--- src/hw/rtl/sld_pkg.sv ---
// shared types, constants and codes for the sync/length/checksum deframer
`timescale 1ns / 1ps
package sld_pkg;

  localparam int FRAME_BUFFER_BYTES_DEF = 256;

  localparam logic [7:0]  SYNC_FIRST   = 8'hAA;
  localparam logic [7:0]  SYNC_SECOND  = 8'h55;
  localparam logic [7:0]  VERSION_BYTE = 8'h01;
  localparam logic [15:0] MIN_LENGTH   = 16'd5;
  localparam int          PREFIX_BYTES = 4;

  localparam logic [2:0] ST_GOOD    = 3'd0;
  localparam logic [2:0] ST_SUM_BAD = 3'd1;
  localparam logic [2:0] ST_SHORT   = 3'd2;
  localparam logic [2:0] ST_LONG    = 3'd3;
  localparam logic [2:0] ST_VERSION = 3'd4;

  typedef struct packed {
    logic       frame_end;
    logic [7:0] payload_byte;
    logic [7:0] seq_number;
    logic [7:0] module_id;
    logic [7:0] command_id;
    logic [2:0] status;
  } result_t;

endpackage

--- src/hw/rtl/sld_if.sv ---
// channel interfaces: received byte words in, frame result words out
`timescale 1ns / 1ps
interface sld_in_if;
  logic       valid;
  logic       ready;
  logic [7:0] rx_byte;

  modport source (output valid, output rx_byte, input ready);
  modport sink (input valid, input rx_byte, output ready);
endinterface

interface sld_out_if;
  logic       valid;
  logic       ready;
  logic       frame_end;
  logic [7:0] payload_byte;
  logic [7:0] seq_number;
  logic [7:0] module_id;
  logic [7:0] command_id;
  logic [2:0] status;

  modport source (output valid, output frame_end, output payload_byte, output seq_number,
                  output module_id, output command_id, output status, input ready);
  modport sink (input valid, input frame_end, input payload_byte, input seq_number,
                input module_id, input command_id, input status, output ready);
endinterface

--- src/hw/rtl/sld_parser.sv ---
// frame parsing state machine: one byte per cycle, at most one result per byte
`timescale 1ns / 1ps
module sld_parser #(
  parameter int FRAME_BUFFER_BYTES = sld_pkg::FRAME_BUFFER_BYTES_DEF
) (
  input  logic             clk,
  input  logic             rst_n,
  input  logic             byte_vld,
  input  logic [7:0]       rx_byte,
  output logic             res_vld,
  output sld_pkg::result_t res
);
  import sld_pkg::*;

  localparam logic [3:0] P_HUNT   = 4'd0;
  localparam logic [3:0] P_SYNC2  = 4'd1;
  localparam logic [3:0] P_LEN_LO = 4'd2;
  localparam logic [3:0] P_LEN_HI = 4'd3;
  localparam logic [3:0] P_VER    = 4'd4;
  localparam logic [3:0] P_SEQ    = 4'd5;
  localparam logic [3:0] P_MOD    = 4'd6;
  localparam logic [3:0] P_CMD    = 4'd7;
  localparam logic [3:0] P_DATA   = 4'd8;
  localparam logic [3:0] P_CHK    = 4'd9;

  // a length above this overflows the frame buffer
  localparam logic [16:0] LONG_LIMIT = 17'(FRAME_BUFFER_BYTES - PREFIX_BYTES);

  logic [3:0]  phase_r, phase_nxt;
  logic [15:0] remaining_r, remaining_nxt;
  logic [7:0]  sum_r, sum_nxt;
  logic [7:0]  seq_r, seq_nxt;
  logic [7:0]  mod_r, mod_nxt;
  logic [7:0]  cmd_r, cmd_nxt;
  logic [15:0] len_full;
  logic [15:0] rem_dec;
  logic [7:0]  sum_add;

  assign len_full = {rx_byte, remaining_r[7:0]};
  assign rem_dec  = remaining_r - 16'd1;
  assign sum_add  = sum_r + rx_byte;

  always_comb begin
    phase_nxt     = phase_r;
    remaining_nxt = remaining_r;
    sum_nxt       = sum_r;
    seq_nxt       = seq_r;
    mod_nxt       = mod_r;
    cmd_nxt       = cmd_r;
    res_vld       = 1'b0;
    res.frame_end    = 1'b0;
    res.payload_byte = 8'd0;
    res.seq_number   = seq_r;
    res.module_id    = mod_r;
    res.command_id   = cmd_r;
    res.status       = ST_GOOD;
    if (byte_vld) begin
      unique case (phase_r)
        P_HUNT: begin
          if (rx_byte == SYNC_FIRST) phase_nxt = P_SYNC2;
        end
        P_SYNC2: begin
          if (rx_byte == SYNC_SECOND) begin
            seq_nxt   = 8'd0;
            mod_nxt   = 8'd0;
            cmd_nxt   = 8'd0;
            phase_nxt = P_LEN_LO;
          end else begin
            phase_nxt = P_HUNT;
          end
        end
        P_LEN_LO: begin
          remaining_nxt = {8'd0, rx_byte};
          phase_nxt     = P_LEN_HI;
        end
        P_LEN_HI: begin
          remaining_nxt = len_full;
          sum_nxt       = 8'd0;
          if (len_full < MIN_LENGTH) begin
            phase_nxt     = P_HUNT;
            res_vld       = 1'b1;
            res.frame_end = 1'b1;
            res.status    = ST_SHORT;
          end else if ({1'b0, len_full} > LONG_LIMIT) begin
            phase_nxt     = P_HUNT;
            res_vld       = 1'b1;
            res.frame_end = 1'b1;
            res.status    = ST_LONG;
          end else begin
            phase_nxt = P_VER;
          end
        end
        P_VER: begin
          if (rx_byte != VERSION_BYTE) begin
            phase_nxt     = P_HUNT;
            res_vld       = 1'b1;
            res.frame_end = 1'b1;
            res.status    = ST_VERSION;
          end else begin
            sum_nxt       = sum_add;
            remaining_nxt = rem_dec;
            phase_nxt     = P_SEQ;
          end
        end
        P_SEQ: begin
          sum_nxt       = sum_add;
          remaining_nxt = rem_dec;
          seq_nxt       = rx_byte;
          phase_nxt     = P_MOD;
        end
        P_MOD: begin
          sum_nxt       = sum_add;
          remaining_nxt = rem_dec;
          mod_nxt       = rx_byte;
          phase_nxt     = P_CMD;
        end
        P_CMD: begin
          sum_nxt       = sum_add;
          remaining_nxt = rem_dec;
          cmd_nxt       = rx_byte;
          phase_nxt     = (rem_dec <= 16'd1) ? P_CHK : P_DATA;
        end
        P_DATA: begin
          sum_nxt          = sum_add;
          remaining_nxt    = rem_dec;
          if (rem_dec <= 16'd1) phase_nxt = P_CHK;
          res_vld          = 1'b1;
          res.payload_byte = rx_byte;
        end
        P_CHK: begin
          phase_nxt     = P_HUNT;
          remaining_nxt = 16'd0;
          res_vld       = 1'b1;
          res.frame_end = 1'b1;
          res.status    = (rx_byte == sum_r) ? ST_GOOD : ST_SUM_BAD;
        end
        default: begin
          phase_nxt = P_HUNT;
        end
      endcase
    end
  end

  always_ff @(posedge clk) begin
    if (!rst_n) begin
      phase_r     <= P_HUNT;
      remaining_r <= 16'd0;
      sum_r       <= 8'd0;
      seq_r       <= 8'd0;
      mod_r       <= 8'd0;
      cmd_r       <= 8'd0;
    end else begin
      phase_r     <= phase_nxt;
      remaining_r <= remaining_nxt;
      sum_r       <= sum_nxt;
      seq_r       <= seq_nxt;
      mod_r       <= mod_nxt;
      cmd_r       <= cmd_nxt;
    end
  end

endmodule

--- src/hw/rtl/sld_out_skid.sv ---
// two-entry output register with skid slot, registered ready toward the parser
`timescale 1ns / 1ps
module sld_out_skid (
  input  logic             clk,
  input  logic             rst_n,
  input  logic             push,
  input  sld_pkg::result_t push_data,
  output logic             can_accept,
  output logic             out_vld,
  output sld_pkg::result_t out_data,
  input  logic             out_rdy
);
  import sld_pkg::*;

  logic    main_vld_r, main_vld_nxt;
  logic    skid_vld_r, skid_vld_nxt;
  result_t main_r, main_nxt;
  result_t skid_r, skid_nxt;

  assign can_accept = !skid_vld_r;
  assign out_vld    = main_vld_r;
  assign out_data   = main_r;

  always_comb begin
    main_vld_nxt = main_vld_r;
    skid_vld_nxt = skid_vld_r;
    main_nxt     = main_r;
    skid_nxt     = skid_r;
    if (!main_vld_r || out_rdy) begin
      // head slot frees up: refill from skid first, else from the new word
      if (skid_vld_r) begin
        main_nxt     = skid_r;
        main_vld_nxt = 1'b1;
        skid_vld_nxt = 1'b0;
      end else begin
        main_nxt     = push_data;
        main_vld_nxt = push;
      end
    end else if (push) begin
      skid_nxt     = push_data;
      skid_vld_nxt = 1'b1;
    end
  end

  always_ff @(posedge clk) begin
    if (!rst_n) begin
      main_vld_r <= 1'b0;
      skid_vld_r <= 1'b0;
    end else begin
      main_vld_r <= main_vld_nxt;
      skid_vld_r <= skid_vld_nxt;
    end
  end

  always_ff @(posedge clk) begin
    main_r <= main_nxt;
    skid_r <= skid_nxt;
  end

endmodule

--- src/hw/rtl/sync_length_checksum_deframer.sv ---
// top level of the sync/length/checksum frame parser
`timescale 1ns / 1ps
// usage
//   in_ch  : one received serial byte per word (rx_byte), valid/ready
//   out_ch : one result word per payload byte and one end word per started
//            frame; frame_end=0 carries payload_byte, frame_end=1 carries status
//   frame  : AA 55 len_lo len_hi 01 seq module command payload... checksum,
//            len counts version through checksum, checksum is the 8-bit sum
//            of version through the last payload byte
//   status : good, checksum mismatch, length short, length long, bad version;
//            the receiver drops the payload of a frame whose status is not good
// timing
//   path: a byte's result is formed combinationally and registered in the output stage
//   throughput: one byte per cycle while in_ch.ready is high
//   stall: results wait in a two-entry output stage; in_ch.ready drops only
//          once both entries hold words, and comes from a register
// reset
//   rst_n (sync, active low) returns the parser to sync hunting, clears the
//   held header bytes and empties the output stage
module sync_length_checksum_deframer #(
  parameter int FRAME_BUFFER_BYTES = sld_pkg::FRAME_BUFFER_BYTES_DEF
) (
  input  logic      clk,
  input  logic      rst_n,
  sld_in_if.sink    in_ch,
  sld_out_if.source out_ch
);
  import sld_pkg::*;

  logic    byte_acc;   // input word taken this cycle
  logic    res_vld;    // parser produced a result word
  result_t res;
  logic    can_accept;
  logic    out_vld;
  result_t out_data;

  assign in_ch.ready = can_accept;
  assign byte_acc    = in_ch.valid && can_accept;

  // state machine: header capture, length and version checks, running checksum
  sld_parser #(
    .FRAME_BUFFER_BYTES(FRAME_BUFFER_BYTES)
  ) u_parser (
    .clk      (clk),
    .rst_n    (rst_n),
    .byte_vld (byte_acc),
    .rx_byte  (in_ch.rx_byte),
    .res_vld  (res_vld),
    .res      (res)
  );

  // result register plus skid slot decouples out_ch.ready from in_ch.ready
  sld_out_skid u_out (
    .clk        (clk),
    .rst_n      (rst_n),
    .push       (res_vld),
    .push_data  (res),
    .can_accept (can_accept),
    .out_vld    (out_vld),
    .out_data   (out_data),
    .out_rdy    (out_ch.ready)
  );

  assign out_ch.valid        = out_vld;
  assign out_ch.frame_end    = out_data.frame_end;
  assign out_ch.payload_byte = out_data.payload_byte;
  assign out_ch.seq_number   = out_data.seq_number;
  assign out_ch.module_id    = out_data.module_id;
  assign out_ch.command_id   = out_data.command_id;
  assign out_ch.status       = out_data.status;

`ifndef ASSERT_OFF
  // back-pressure toward the sender only when a word is actually stuck at the output
  a_ready_low_means_full: assert property (@(posedge clk) disable iff (!rst_n)
    !in_ch.ready |-> out_ch.valid)
    else $error("input stalled while output stage is empty");

  // payload words never carry a bad status
  a_payload_status_good: assert property (@(posedge clk) disable iff (!rst_n)
    (out_ch.valid && !out_ch.frame_end) |-> (out_ch.status == ST_GOOD))
    else $error("payload word with non-good status");

  // end words carry a zero payload field
  a_end_payload_zero: assert property (@(posedge clk) disable iff (!rst_n)
    (out_ch.valid && out_ch.frame_end) |-> (out_ch.payload_byte == 8'd0))
    else $error("end word with nonzero payload byte");

  // output stage comes out of reset empty
  a_reset_empty: assert property (@(posedge clk) disable iff (!rst_n)
    $past(!rst_n) |-> (!out_ch.valid && in_ch.ready))
    else $error("output stage not empty after reset");
`endif

endmodule

--- src/flat_wrapper.sv ---
// flat-port wrapper written by rule: the top's interface ports become plain ports
module sync_length_checksum_deframer_flat import sld_pkg::*;
#(
  parameter int FRAME_BUFFER_BYTES = sld_pkg::FRAME_BUFFER_BYTES_DEF
)
  (clk, rst_n, in_ch_valid, in_ch_rx_byte, in_ch_ready, out_ch_valid, out_ch_frame_end, out_ch_payload_byte, out_ch_seq_number, out_ch_module_id, out_ch_command_id, out_ch_status, out_ch_ready);
  sld_in_if in_ch_i ();
  sld_out_if out_ch_i ();
  input  logic clk;
  input  logic rst_n;
  input wire logic [$bits(in_ch_i.valid)-1:0] in_ch_valid;
  input wire logic [$bits(in_ch_i.rx_byte)-1:0] in_ch_rx_byte;
  output wire logic [$bits(in_ch_i.ready)-1:0] in_ch_ready;
  output wire logic [$bits(out_ch_i.valid)-1:0] out_ch_valid;
  output wire logic [$bits(out_ch_i.frame_end)-1:0] out_ch_frame_end;
  output wire logic [$bits(out_ch_i.payload_byte)-1:0] out_ch_payload_byte;
  output wire logic [$bits(out_ch_i.seq_number)-1:0] out_ch_seq_number;
  output wire logic [$bits(out_ch_i.module_id)-1:0] out_ch_module_id;
  output wire logic [$bits(out_ch_i.command_id)-1:0] out_ch_command_id;
  output wire logic [$bits(out_ch_i.status)-1:0] out_ch_status;
  input wire logic [$bits(out_ch_i.ready)-1:0] out_ch_ready;
  assign in_ch_i.valid = in_ch_valid;
  assign in_ch_i.rx_byte = in_ch_rx_byte;
  assign in_ch_ready = in_ch_i.ready;
  assign out_ch_valid = out_ch_i.valid;
  assign out_ch_frame_end = out_ch_i.frame_end;
  assign out_ch_payload_byte = out_ch_i.payload_byte;
  assign out_ch_seq_number = out_ch_i.seq_number;
  assign out_ch_module_id = out_ch_i.module_id;
  assign out_ch_command_id = out_ch_i.command_id;
  assign out_ch_status = out_ch_i.status;
  assign out_ch_i.ready = out_ch_ready;
  sync_length_checksum_deframer #(.FRAME_BUFFER_BYTES(FRAME_BUFFER_BYTES)) u_core (.clk(clk), .rst_n(rst_n), .in_ch(in_ch_i), .out_ch(out_ch_i));
endmodule
--- config.mk ---
export PLATFORM = sky130hd
export DESIGN_NAME = sync_length_checksum_deframer_flat
export DESIGN_NICKNAME = d
export VERILOG_FILES = /design/src/hw/rtl/sld_pkg.sv /design/src/hw/rtl/sld_if.sv /design/src/hw/rtl/sld_parser.sv /design/src/hw/rtl/sld_out_skid.sv /design/src/hw/rtl/sync_length_checksum_deframer.sv /design/src/flat_wrapper.sv
export SDC_FILE = /design/constraint.sdc
export NUM_CORES = 1
export LEC_CHECK = 0
export ABC_CLOCK_PERIOD_IN_PS = 3700
export BUFFER_PORTS_ARGS = -buffer_cell sky130_fd_sc_hd__clkbuf_2
export CORE_ASPECT_RATIO = 1.1
export CORE_MARGIN = 2
export CORE_UTILIZATION = 54
export CTS_CLUSTER_SIZE = 30
export DETAILED_ROUTE_END_ITERATION = 8
export MAX_ROUTING_LAYER = met4
export PLACE_DENSITY = 0.82
export SLEW_MARGIN = 20
export SYNTH_ARGS = -nofsm -noshare
export SYNTH_HDL_FRONTEND = slang
export SYNTH_SLANG_ARGS = --single-unit
--- constraint.sdc ---
create_clock -name clk -period 3.7 [get_ports clk]
set_input_delay 0.555 -clock clk [delete_from_list [all_inputs] [get_ports clk]]
set_output_delay 0.555 -clock clk [all_outputs]
set_load 0.05 [all_outputs]
Word-level counts from Yosys, hierarchy flattened
Cells that the tools add are included. W data, S select, Z words.

Flip-flop bits (word level): 126. Bits in latches: 0. Memory bits (writable): 0. ROM bits: 0. Input bits: 12. Memories: 0.

Add/sub/neg operators: 2. $mul: 0. Div/mod/pow operators: 0. Magnitude comparators: 3. Eq/ne operators: 17. Shift operators: 0. Multiplexer cells: 32. Bitwise logic cells: 3. Reduce and logical (&&, ||, !) cells: 22.

Operators by type and width (number): $pmux W16 S5 (1); $pmux W8 S2 (3); $mux W36 (1); $pmux W4 S9 (1); $mux W8 (3); $pmux W8 S3 (1); $reduce_and A3 Y1 (6); $eq A4 B3 Y1 const B (4); $gt A16 B8 Y1 const B (1); $le A16 B1 Y1 const B (1); $lt A16 B3 Y1 const B (1); $mux W16 (1); $sub A16 B1 Y16 const B (1); $mux W3 (4); $mux W4 (3); $mux W9 (1); $pmux W3 S3 (1); $add A8 B8 Y8 (1); $eq A4 B2 Y1 const B (2); $eq A4 B4 Y1 const B (2); $eq A8 B7 Y1 const B (1); $eq A8 B8 Y1 (1); $eq A8 B8 Y1 const B (1); $ne A2 B2 Y1 const B (4); 18 further kinds (33).

Depth between registers and ports, before layout
Gate-level depths: netlist of run 1.

Depth in word-level cells: 6. Depth in mapped cells: 8. Gate-level depth less buffers: 7.

Cells and area by module
From an unflattened synthesis of run 1, not the netlist that was laid out.

Cell total of the unflattened synthesis: 529. Area total of the unflattened synthesis: 6009.5 um^2.

By module, submodules not included: sld_parser (times used 1, cells an instance 407, area an instance 3245.6 um^2, seq. area each 1041.0 um^2); sld_out_skid (times used 1, cells an instance 121, area an instance 2757.6 um^2, seq. area each 2202.1 um^2); sync_length_checksum_deframer (times used 1, cells an instance 1, area an instance 6.3 um^2, seq. area each 0.0 um^2).

Worst setup path after synthesis of run 1
Ideal clock, no wire load.

Path type: register to register. From: reg u_core.u_out.main_vld_r (netlist: u_core.u_out.out_vld). To: reg u_core.u_out.skid_r[0] (netlist bit) (enable). Library setup time: 0.441 ns. Arrival: 3.529 ns. Data required time: 3.259 ns. Path slack: -0.270 ns. Stages on the path, launching flop included: 3. Buffers on the path: 0. Cells stage by stage: dfxtp_1 -> nand2b_1 -> a21oi_1.

Word-level cells in the longest chain between the ends: 4.

RTL lines: from (decl) (line sld_out_skid.sv:15) `logic main_vld_r, main_vld_nxt;`; from (signal assigned) (line sld_out_skid.sv:50) `main_vld_r <= main_vld_nxt;`; $logic_not A1 Y1 (line sld_out_skid.sv:29) `if (!main_vld_r || out_rdy) begin`; $logic_or A1 B1 Y1 (line sld_out_skid.sv:29); $not A1 Y1 (no source line); $reduce_and A2 Y1 (no source line); to (signal assigned) (line sld_out_skid.sv:57) `skid_r <= skid_nxt;`; to (decl) (line sld_out_skid.sv:18) `result_t skid_r, skid_nxt;`.

Every way passes these cells. A chain may end at the register's enable or synchronous reset.

Worst setup path after layout of run 1
From: reg u_core.u_parser.remaining_r[0]. To: reg u_core.u_out.skid_r[15] (netlist bit) (enable).

Word-level cells in the longest chain between the ends: 6. Elaborated cells between the ends (all ways): 7. Those cells by class: 2 x order compare; 4 x mux; 1 x reduce/logical.

RTL lines: from (decl) (line sld_parser.sv:30) `logic [15:0] remaining_r, remaining_nxt;`; from (signal assigned) (line sld_parser.sv:154) `remaining_r <= remaining_nxt;`; $gt A16 B8 Y1 (line sld_parser.sv:84) `end else if ({1'b0, len_full} > LONG_LIMIT) begin`; $mux W1 (line sld_parser.sv:84); $mux W1 * (line sld_parser.sv:79) `if (len_full < MIN_LENGTH) begin`; $pmux W1 S3 * (line sld_parser.sv:58) `unique case (phase_r)`; $mux W1 * (line sld_parser.sv:57) `if (byte_vld) begin`; $reduce_and A2 Y1 (no source line) *.

Every way passes the cells marked *; elsewhere a longest branch is shown, timed or not.

==> run_results.csv, run 1 <==
group,metric,value,unit
status,status,"complete, no violations",
placed_design,gp_congestion,0.925,
setup_path,cpMaxStageDelayCell,"or4_4",
finish,nets,611,
logic_synthesis,synth_top_family_by_area,"compound AO/OA/AOI/OAI gates",
setup_path,path_delay_family,"compound AO/OA/AOI/OAI gates",
sta,finalClockSkew,8.83,ps
routing,drt-total-wl,14.6,mm
logic_synthesis,synth_compound_area_frac,0.188,
logic_synthesis,synth_mux_area_frac,0.0465,
routing,drtIter0Drc,507,
sta,min_period,2780,ps
routing,drc_errors,0,
setup_path,arrival,2890,ps
setup_path,crit_chain,"inv_1, ha_1, nor2b_1, or4_4, a31oi_1, o21ai_2, a21oi_4, buf_16",
grt,grt.total_usage,0.258,
sta,post-route-period-util,0.750,
grt,grt_pass1_vias,4564,
logic_synthesis,synth_edf_count,72,
clock_network,clkLatencyLatePin,420,ps
setup_path,crit_fanout,24,
clock_network,ctsResizeCount,0,
floorplan,core,10900,µm²
sta,rsz0062_at_grt,"false",
logic_synthesis,synthAdderAreaFrac,0.0241,
logic_synthesis,synth.distinct_cells,70,
clock_network,cts_tree,"done",
logic_synthesis,yosysMostFrequentCell,"edfxtp_1",
setup_path,crit_path_max_incr_delay,490,ps
floorplan,num_rows,40,
logic_synthesis,synthCells,555,
floorplan,initial_core_util,0.552,
logic_synthesis,synth_commonest_cells,"edfxtp_1 (72), dfxtp_1 (54), nor2_1 (36)",
logic_synthesis,synth_simple_gate_area_frac,0.145,
sta,hold_violations,0,
logic_synthesis,synth-seq-cells,126,
routing,ant_nets,0,
grt,grt_max_degree,47,
floorplan,die_area,12000,µm²
grt,grt_pass1_wl,23.3,mm
finish,nFillCells,877,
grt,antenna_found_initial,0,
pwr,power,3.25,mW
finish,antenna_cells,0,
pwr,cellLeakagePower,2.85,nW
clock_network,htree_num_levels,4,
logic_synthesis,syn_nets,578,
clock_network,cts_root_buf,"clkbuf_16",
sta,fmax,360,MHz
sta,tightest_slew,922,ps
sta,setup_viol,0,
finish,area_growth,15.4,%
finish,layout-drive-gt1-share,0.220,
logic_synthesis,yosys.area.top_type,"edfxtp_1",
sta,slew_viol_final,0,
logic_synthesis,avgSynthCellArea,10.9,µm²
floorplan,die_y,115,µm
sta,fin_tns_setup,0,ps
routing,routed-via-count,4739,
clock_network,hold_buffers,0,
finish,seq_area,3240,µm²
logic_synthesis,synthXorXnorAreaFrac,0.0145,
placed_design,dpl_cell_area,6320,µm²
grt,overflow,0,
setup_path,cp_data_required_time,3820,ps
routing,routed_via_density,6.34,
logic_synthesis,yosysWarnings,0,
finish,multi_input_area,2530,µm²
logic_synthesis,synth_ff_type,"edfxtp_1",
logic_synthesis,syn-cell-area,6030,µm²
setup_path,worstSetupPathType,"flop to flop",
pwr,powerDensity,468,nW/µm²
logic_synthesis,yosys-top-cells-area,"edfxtp_1 (36%), dfxtp_1 (18%), mux2_2 (4.5%)",
setup_path,worstPathBufferInverterCount,2,
routing,wl_per_cell,19.5,µm
setup_path,worstSetupEndpointType,"flop",
clock_network,cts_inserted_buffers,17,
floorplan,io_pins,50,
clock_network,clkTransAtPathRegs,60,ps
flow_run,drv_cap,0,
logic_synthesis,yosysSeqAreaShare,0.538,
sta,maxSlewHeadroom,0.381,
placed_design,place_hpwl,9.24,mm
finish,design_area,6950,µm²
clock_network,clock_sinks,126,
setup_path,start_kind,"flop",
pwr,irDropWorstVdd,0.277,mV
logic_synthesis,synth_top_area_frac,0.359,
worst_hold_path,min_path_type,"flop to flop",
clock_network,ctsLongestPathBuffers,2,
logic_synthesis,async_reset_ff_frac,0,
placed_design,port_buffers,49,
clock_network,post-cts-setup-buffer-count,0,
floorplan,fp.dieW,105,µm
routing,drtPass1Iterations,6,
==> state kept, by name (all words and copies together), names as in the netlist <==
| name | count |
|---|---|
| u_core.u_out.skid_r | 36 |
| u_core.u_parser.remaining_r | 16 |
| u_core.u_out.out_data | 36 |
| u_core.u_parser.cmd_r | 8 |
| u_core.u_parser.sum_r | 8 |
| u_core.u_parser.phase_r | 4 |
| u_core.u_out.skid_vld_r | 1 |
| u_core.u_out.out_vld | 1 |
| u_core.u_parser.mod_r | 8 |
| u_core.u_parser.seq_r | 8 |
==> worst paths after layout <==
path / startpoint / endpoint / slack, ps / cells past startpoint
setup reg to reg: u_core.u_parser.remaining_r[0] / u_core.u_out.skid_r[15] / 920 / 8
hold reg to reg: u_core.u_parser.mod_r[6] / u_core.u_out.skid_r[17] / 440 / 0
setup / recovery: u_core.u_parser.remaining_r[0] / u_core.u_out.skid_r[15] / 920 / 8
hold / removal: u_core.u_parser.mod_r[6] / u_core.u_out.skid_r[17] / 440 / 0
==> metal layers <==
layer	vias to the layer above	track usage	part of all wire
met1	2335	0.314	0.41
met4	0	0.113	0.023
met3	38	0.0505	0.065
met2	190	0.423	0.50
met5	-	-	0
li1	2176	-	-
==> per-stage QoR <==
stage / setup slack (ps) / hold WS [ps] / util / cells
floorplan: 519 / 420 / - / 555
global placement: 787 / 433 / 0.579 / 715
detailed placement: 654 / 433 / 0.579 / 715
CTS: 622 / 445 / 0.635 / 747
global route: 731 / 469 / 0.637 / 748
finish: 923 / 444 / 0.637 / 748
==> placed cells by master, fill, tap and decap left out, types with 3 or more instances in the layout <==
| cell type | instances |
|---|---|
| nor3_1 | 16 |
| nand2_1 | 35 |
| mux2_2 | 24 |
| nand3b_1 | 4 |
| clkbuf_2 | 49 |
| a311oi_1 | 3 |
| nor2b_1 | 4 |
| a211o_1 | 3 |
| and3_1 | 4 |
| edfxtp_1 | 72 |
| clkbuf_16 | 17 |
| nand4_1 | 4 |
| a21o_1 | 13 |
| bufinv_16 | 3 |
| nor4_1 | 8 |
| a211oi_1 | 14 |
| xnor2_1 | 4 |
| inv_1 | 16 |
| nand2b_1 | 5 |
| a22oi_1 | 20 |
| and2_1 | 10 |
| nor2_1 | 36 |
| dfxtp_1 | 54 |
| o2111ai_1 | 5 |
| o31ai_1 | 8 |
| or3_1 | 4 |
| ha_1 | 10 |
| a21oi_1 | 33 |
| o21ai_0 | 20 |
| a31oi_1 | 7 |
| inv_6 | 3 |
| buf_4 | 6 |
| xor2_1 | 6 |
| o21a_1 | 4 |
| nand3_1 | 15 |
| o211a_1 | 6 |
==> cell type report <==
cell class | count | area share
timing repair buffer | 56 | 0.0457
inverter | 17 | 0.00918
clock inverter | 15 | 0.0266
clock buffer | 17 | 0.0612
tap | 147 | 0.0264
multi-input combinational | 370 | 0.365
sequential | 126 | 0.466
==> where the power goes <==
group	internal (mW)	switching (mW)	leakage, nW	total, mW
Combinational	0.0173	0.0554	1.35	0.0727
Clock	1.07	0.645	0.296	1.72
Sequential	1.47	0.000321	1.21	1.47
==> cell families after synthesis <==
logic type               after synthesis
AO/OA/AOI/OAI                        160
XOR/XNOR                              10
adder cells (fa/ha/maj)               11
buffers and inverters                 59
flip-flops                           126
multiplexers                          25
AND/OR/NAND/NOR                      164
Power figures use the tool's default switching activity.
==> run 2, diff against run 1 <==
Settings changed: ABC_CLOCK_PERIOD_IN_PS 3700 to 2400.
Clock period 3.7 ns to 2.4 ns, I/O delays scaled along.
==> run_results.csv, run 2 (synthesis gave the netlist of run 1 again) <==
group,metric,value,unit
status,status,"complete, no violations",
sta,hold_ws,393,ps
setup_path,worstSetupPathType,"flop to flop",
pwr,irDropWorstVdd,0.491,mV
floorplan,die_area,12000,µm²
setup_path,r2r-start,"u_core.u_parser.remaining_r[0]",
clock_network,htree_num_levels,4,
worst_hold_path,min_from,"rst_n",
clock_network,clock_sinks,126,
finish,layout-drive-gt1-share,0.290,
worst_hold_path,min_path_type,"input pin to flop",
placed_design,port_buffers,49,
routing,routed_via_density,6.37,
routing,wl_per_cell,20.4,µm
sta,slew_viol_final,0,
floorplan,die_y,115,µm
routing,drtIter0Drc,641,
routing,drt-total-wl,16.4,mm
setup_path,start_kind,"flop",
pwr,powerDensity,671,nW/µm²
worst_hold_path,min_to,"u_core.u_parser.remaining_r[12]",
finish,area_growth,22.6,%
floorplan,initial_core_util,0.552,
setup_path,crit_path_max_incr_delay,700,ps
clock_network,hold_buffers,0,
clock_network,cts_root_buf,"clkbuf_16",
placed_design,gp_congestion,1.03,
sta,rsz0062_at_grt,"false",
setup_path,crit_fanout,9,
setup_path,reg2reg_slack,130,ps
routing,drc_errors,0,
finish,nFillCells,799,
grt,overflow,0,
setup_path,arrival,2540,ps
routing,routed-via-count,5136,
setup_path,cpMaxStageDelayCell,"or4_1",
sta,tightest_slew,843,ps
finish,final_common_cell,"edfxtp_1",
pwr,cellLeakagePower,3.13,nW
placed_design,place_hpwl,10.5,mm
sta,fmax,440,MHz
setup_path,cpMostUsedCell,"a211oi_1",
floorplan,num_rows,40,
sta,min_period,2270,ps
grt,grt_max_degree,47,
routing,ant_nets,0,
sta,maxSlewHeadroom,0.437,
setup_path,cp_data_required_time,2660,ps
sta,final.setup.worst_slack,127,ps
routing,drtPass1Iterations,5,
setup_path,timing.rr.end,"u_core.u_parser.remaining_r[15]",
floorplan,core,10900,µm²
sta,setup_viol,0,
clock_network,cts_inserted_buffers,17,
finish,antenna_cells,0,
flow_run,drv_cap,0,
finish,final_cell_mix,"edfxtp_1 (72), buf_4 (63), dfxtp_1 (54), clkbuf_2 (49), nor2_1 (36)",
setup_path,crit_chain,"buf_4, or4_1, or3_1, o211a_1, a211oi_1, a211oi_1",
setup_path,reg2regPathDepth,6,
setup_path,worstSetupEndpointType,"flop",
sta,hold_violations,0,
sta,finalClockSkew,8.18,ps
grt,antenna_found_initial,0,
clock_network,clkTransAtPathRegs,60,ps
sta,post-route-period-util,0.947,
clock_network,cts_tree,"done",
grt,grt.total_usage,0.288,
floorplan,io_pins,50,
floorplan,fp.dieW,105,µm
finish,nets,669,
grt,grt_pass1_wl,26.0,mm
placed_design,pre_cts_slack,-387,ps
clock_network,ctsLongestPathBuffers,2,
clock_network,clkLatencyLatePin,420,ps
grt,grt_pass1_vias,5002,
worst_hold_path,whs_path_depth,2,
## run 2: changes by cell type in the layout (fill, tap and decap cells not counted), sizes merged
| cell | delta |
|---|---|
| a21oi | +1 |
| buf | +57 |
| bufinv | -1 |
| clkbuf | +1 |
| clkinv | -1 |
| inv | +1 |
## run 2: timing repair
action,in CTS,in global routing
endpoints found under the setup margin,36,0
resized for setup,1,0
buffers inserted,4,0
## run 2: power by group
part	switching (mW)	internal (mW)	total (mW)
Clock	1.01	1.55	2.56
Combinational	0.0927	0.0463	0.139
Sequential	0.0000832	2.26	2.26
## run 2: area by class of cell
type	count	area [µm²]	share of cell area
inverters	17	63.8	0.00864
clock inverters	14	155	0.0210
repair buffers	113	738	0.0999
multi-input cells	371	2570	0.348
flip-flops and latches	126	3240	0.439
well taps	147	184	0.0249
clock buffers	18	429	0.0581
## run 2: critical path, delay by kind of cell, from the launching register on
family / cells / cell delay [ps]
AOI/OAI and AO/OA: 3 / 560
buffers and inverters: 1 / 150
DFF: 1 / 310
and+or+nand+nor: 2 / 1090
## run 2: routing by layer
layer  GRT usage  share of wire  vias to the layer above
li1            -              -                     2288
met1       0.335           0.38                     2473
met2       0.474           0.49                      290
met3      0.0629          0.083                       85
met4       0.146          0.045                        0
met5           -              0                        -
## run 2: how the worst max path moves through the flow
stage / endpoint / depth (start not counted) / from
global route: u_core.u_parser.remaining_r[15] / 6 / u_core.u_parser.remaining_r[0]
finish: u_core.u_parser.remaining_r[15] / 6 / u_core.u_parser.remaining_r[0]
global placement: u_core.u_out.skid_r[22] / 5 / u_core.u_parser.remaining_r[7]
detailed placement: u_core.u_out.skid_r[21] / 7 / u_core.u_parser.remaining_r[1]
CTS: u_core.u_parser.remaining_r[15] / 6 / u_core.u_parser.remaining_r[0]
floorplan: u_core.u_out.skid_r[0] / 7 / u_core.u_parser.remaining_r[5]
## run 2: per-stage QoR
step / util / cell area, µm² / setup TNS (ps) / std cells / total power, mW
finish: 0.677 / 7390 / 0 / 806 / 4.96
global route: 0.677 / 7390 / 0 / 806 / 5.07
CTS: 0.677 / 7390 / 0 / 806 / 4.96
detailed placement: 0.618 / 6740 / -13900 / 769 / 2.44
global placement: 0.618 / 6740 / -10680 / 769 / 2.44
floorplan: - / 6060 / -9930 / 555 / 2.37
==> run 3, diff against run 2 <==
==> constraint.sdc (replaced) <==
create_clock -name clk -period 2.4 [get_ports clk]
set_input_delay 0.12 -clock clk [delete_from_list [all_inputs] [get_ports clk]]
set_output_delay 0.12 -clock clk [all_outputs]
set_load 0.05 [all_outputs]
==> run_results.csv, run 3 (synthesis gave the netlist of run 1 again) <==
group,metric,value,unit
finish,design_area,7140,µm²
worst_hold_path,whs_path_depth,3,
sta,rsz0062_at_grt,"false",
pwr,powerDensity,682,nW/µm²
setup_path,cpMaxStageDelayCell,"or4_4",
setup_path,worstSetupPathType,"flop to flop",
sta,maxSlewHeadroom,0.436,
clock_network,htree_num_levels,4,
finish,layout-drive-gt1-share,0.254,
setup_path,arrival,2410,ps
placed_design,port_buffers,49,
sta,setup_viol,0,
placed_design,dp.cells,740,
clock_network,cts_inserted_buffers,17,
sta,tightest_slew,844,ps
finish,final_common_cell,"edfxtp_1",
pwr,irDropWorstVdd,0.405,mV
routing,routed-via-count,4728,
routing,drtPass1Iterations,5,
finish,fin_util,0.654,
sta,min_period,2290,ps
floorplan,die_area,12000,µm²
setup_path,start_kind,"flop",
setup_path,reg2regPathDepth,8,
grt,grt_pass1_wl,23.6,mm
setup_path,worstSetupEndpointType,"flop",
placed_design,dpl_cell_area,6540,µm²
routing,ant_nets,0,
finish,area_growth,18.5,%
flow_run,drv_cap,0,
floorplan,core,10900,µm²
setup_path,crit_chain,"inv_1, ha_1, nor2b_1, or4_4, a31oi_4, o21ai_4, a21oi_4, buf_4",
grt,antenna_found_initial,0,
pwr,cellLeakagePower,2.97,nW
sta,finalClockSkew,9.16,ps
floorplan,initial_core_util,0.552,
clock_network,post-cts-setup-buffer-count,0,
finish,nets,635,
setup_path,r2r-start,"u_core.u_parser.remaining_r[0]",
sta,fin_tns_setup,0,ps
finish,antenna_cells,0,
worst_hold_path,min_path_type,"input pin to flop",
sta,slew_viol_final,0,
floorplan,num_rows,40,
routing,drc_errors,0,
finish,final_cell_mix,"edfxtp_1 (72), dfxtp_1 (54), clkbuf_2 (49), nor2_1 (36), nand2_1 (35)",
setup_path,crit_path_max_incr_delay,500,ps
setup_path,reg2reg_slack,110,ps
grt,grt_max_degree,47,
routing,drtIter0Drc,394,
clock_network,cts_tree,"done",
clock_network,clock_sinks,126,
routing,routed_via_density,6.12,
clock_network,clkLatencyLatePin,420,ps
sta,fmax,436,MHz
setup_path,crit_fanout,11,
sta,final.setup.worst_slack,107,ps
clock_network,clkTransAtPathRegs,60,ps
placed_design,place_hpwl,9.89,mm
floorplan,fp.dieW,105,µm
floorplan,die_y,115,µm
sta,post-route-period-util,0.955,
sta,hold_violations,0,
grt,grt_pass1_vias,4621,
grt,grt.total_usage,0.260,
clock_network,cts_root_buf,"clkbuf_16",
placed_design,gp_congestion,0.983,
setup_path,worstSetupEndpoint,"u_core.u_out.skid_r[17]",
setup_path,cp_data_required_time,2520,ps
routing,drt-total-wl,14.5,mm
status,status,"complete, no violations",
setup_path,startpoint,"u_core.u_parser.remaining_r[0]",
clock_network,ctsLongestPathBuffers,2,
grt,overflow,0,
floorplan,io_pins,50,
setup_path,timing.rr.end,"u_core.u_out.skid_r[17]",
finish,final_cells,772,
routing,wl_per_cell,18.7,µm
placed_design,pre_cts_slack,140,ps
[run 3: changes by cell type in the layout (fill, tap and decap cells not counted), moves of 2 or more]
cell and change:
clkinv_2 -2, inv_8 +4, inv_6 -2, clkinv_8 +4, bufinv_16 -2, buf_4 -33
[run 3: worst min path at each step]
stage | startpoint | endpoint | slack (ps)
6_report | in_ch_rx_byte[6] | u_core.u_parser.mod_r[6] | 40
5_1_grt | in_ch_rx_byte[6] | u_core.u_parser.mod_r[6] | 60
4_1_cts | in_ch_rx_byte[6] | u_core.u_parser.mod_r[6] | 30
3_5_place_dp | u_core.u_parser.mod_r[3] | u_core.u_out.skid_r[14] | 430
3_3_place_gp | u_core.u_parser.mod_r[2] | u_core.u_out.skid_r[13] | 440
2_1_floorplan | rst_n | u_core.u_parser.sum_r[7] | 270
[run 3: cell type report]
type                       count  area (µm²)
sequential                   126        3240
tap                          147         184
clock buffer                  17         425
timing repair buffer          80         490
clock inverter                15         170
multi-input combinational    370        2560
inverter                      17        63.8
fill                         862        3770
[run 3: power by group]
part | total, mW | leakage (nW) | switching (mW) | internal, mW
Sequential | 2.26 | 1.21 | 0.000308 | 2.26
Combinational | 0.123 | 1.47 | 0.0879 | 0.0351
Clock | 2.49 | 0.288 | 1.09 | 1.40
Total | 4.87 | 2.97 | 1.18 | 3.69
[run 3: metal layers]
| metal | vias up | track usage | wire length, µm |
|---|---|---|---|
| met5 | - | - | 0 |
| met4 | 0 | 0.110 | 353 |
| met3 | 32 | 0.0505 | 969 |
| met2 | 189 | 0.433 | 7240 |
| met1 | 2282 | 0.313 | 5910 |
| li1 | 2225 | - | - |
[run 3: what timing repair did]
item                                    4_1_cts  5_1_grt
endpoints found under the setup margin        0        1
endpoints found under the hold margin         0        0
resized for setup                             0        1
hold buffers                                  0        0
[run 3: worst max-delay path, delay by kind of cell (launching register included)]
kind | cells | cell delay [ps]
flops | 1 | 380
fa+ha+maj | 1 | 190
simple gates | 2 | 570
buf+inv | 2 | 360
compound gates | 3 | 490
[run 3: stage by stage]
stage	hold slack, ps	power, mW
3_5_place_dp	433	2.42
4_1_cts	25.4	4.90
2_1_floorplan	272	2.37
5_1_grt	55.0	5.01
6_report	39.9	4.87
3_3_place_gp	435	2.42
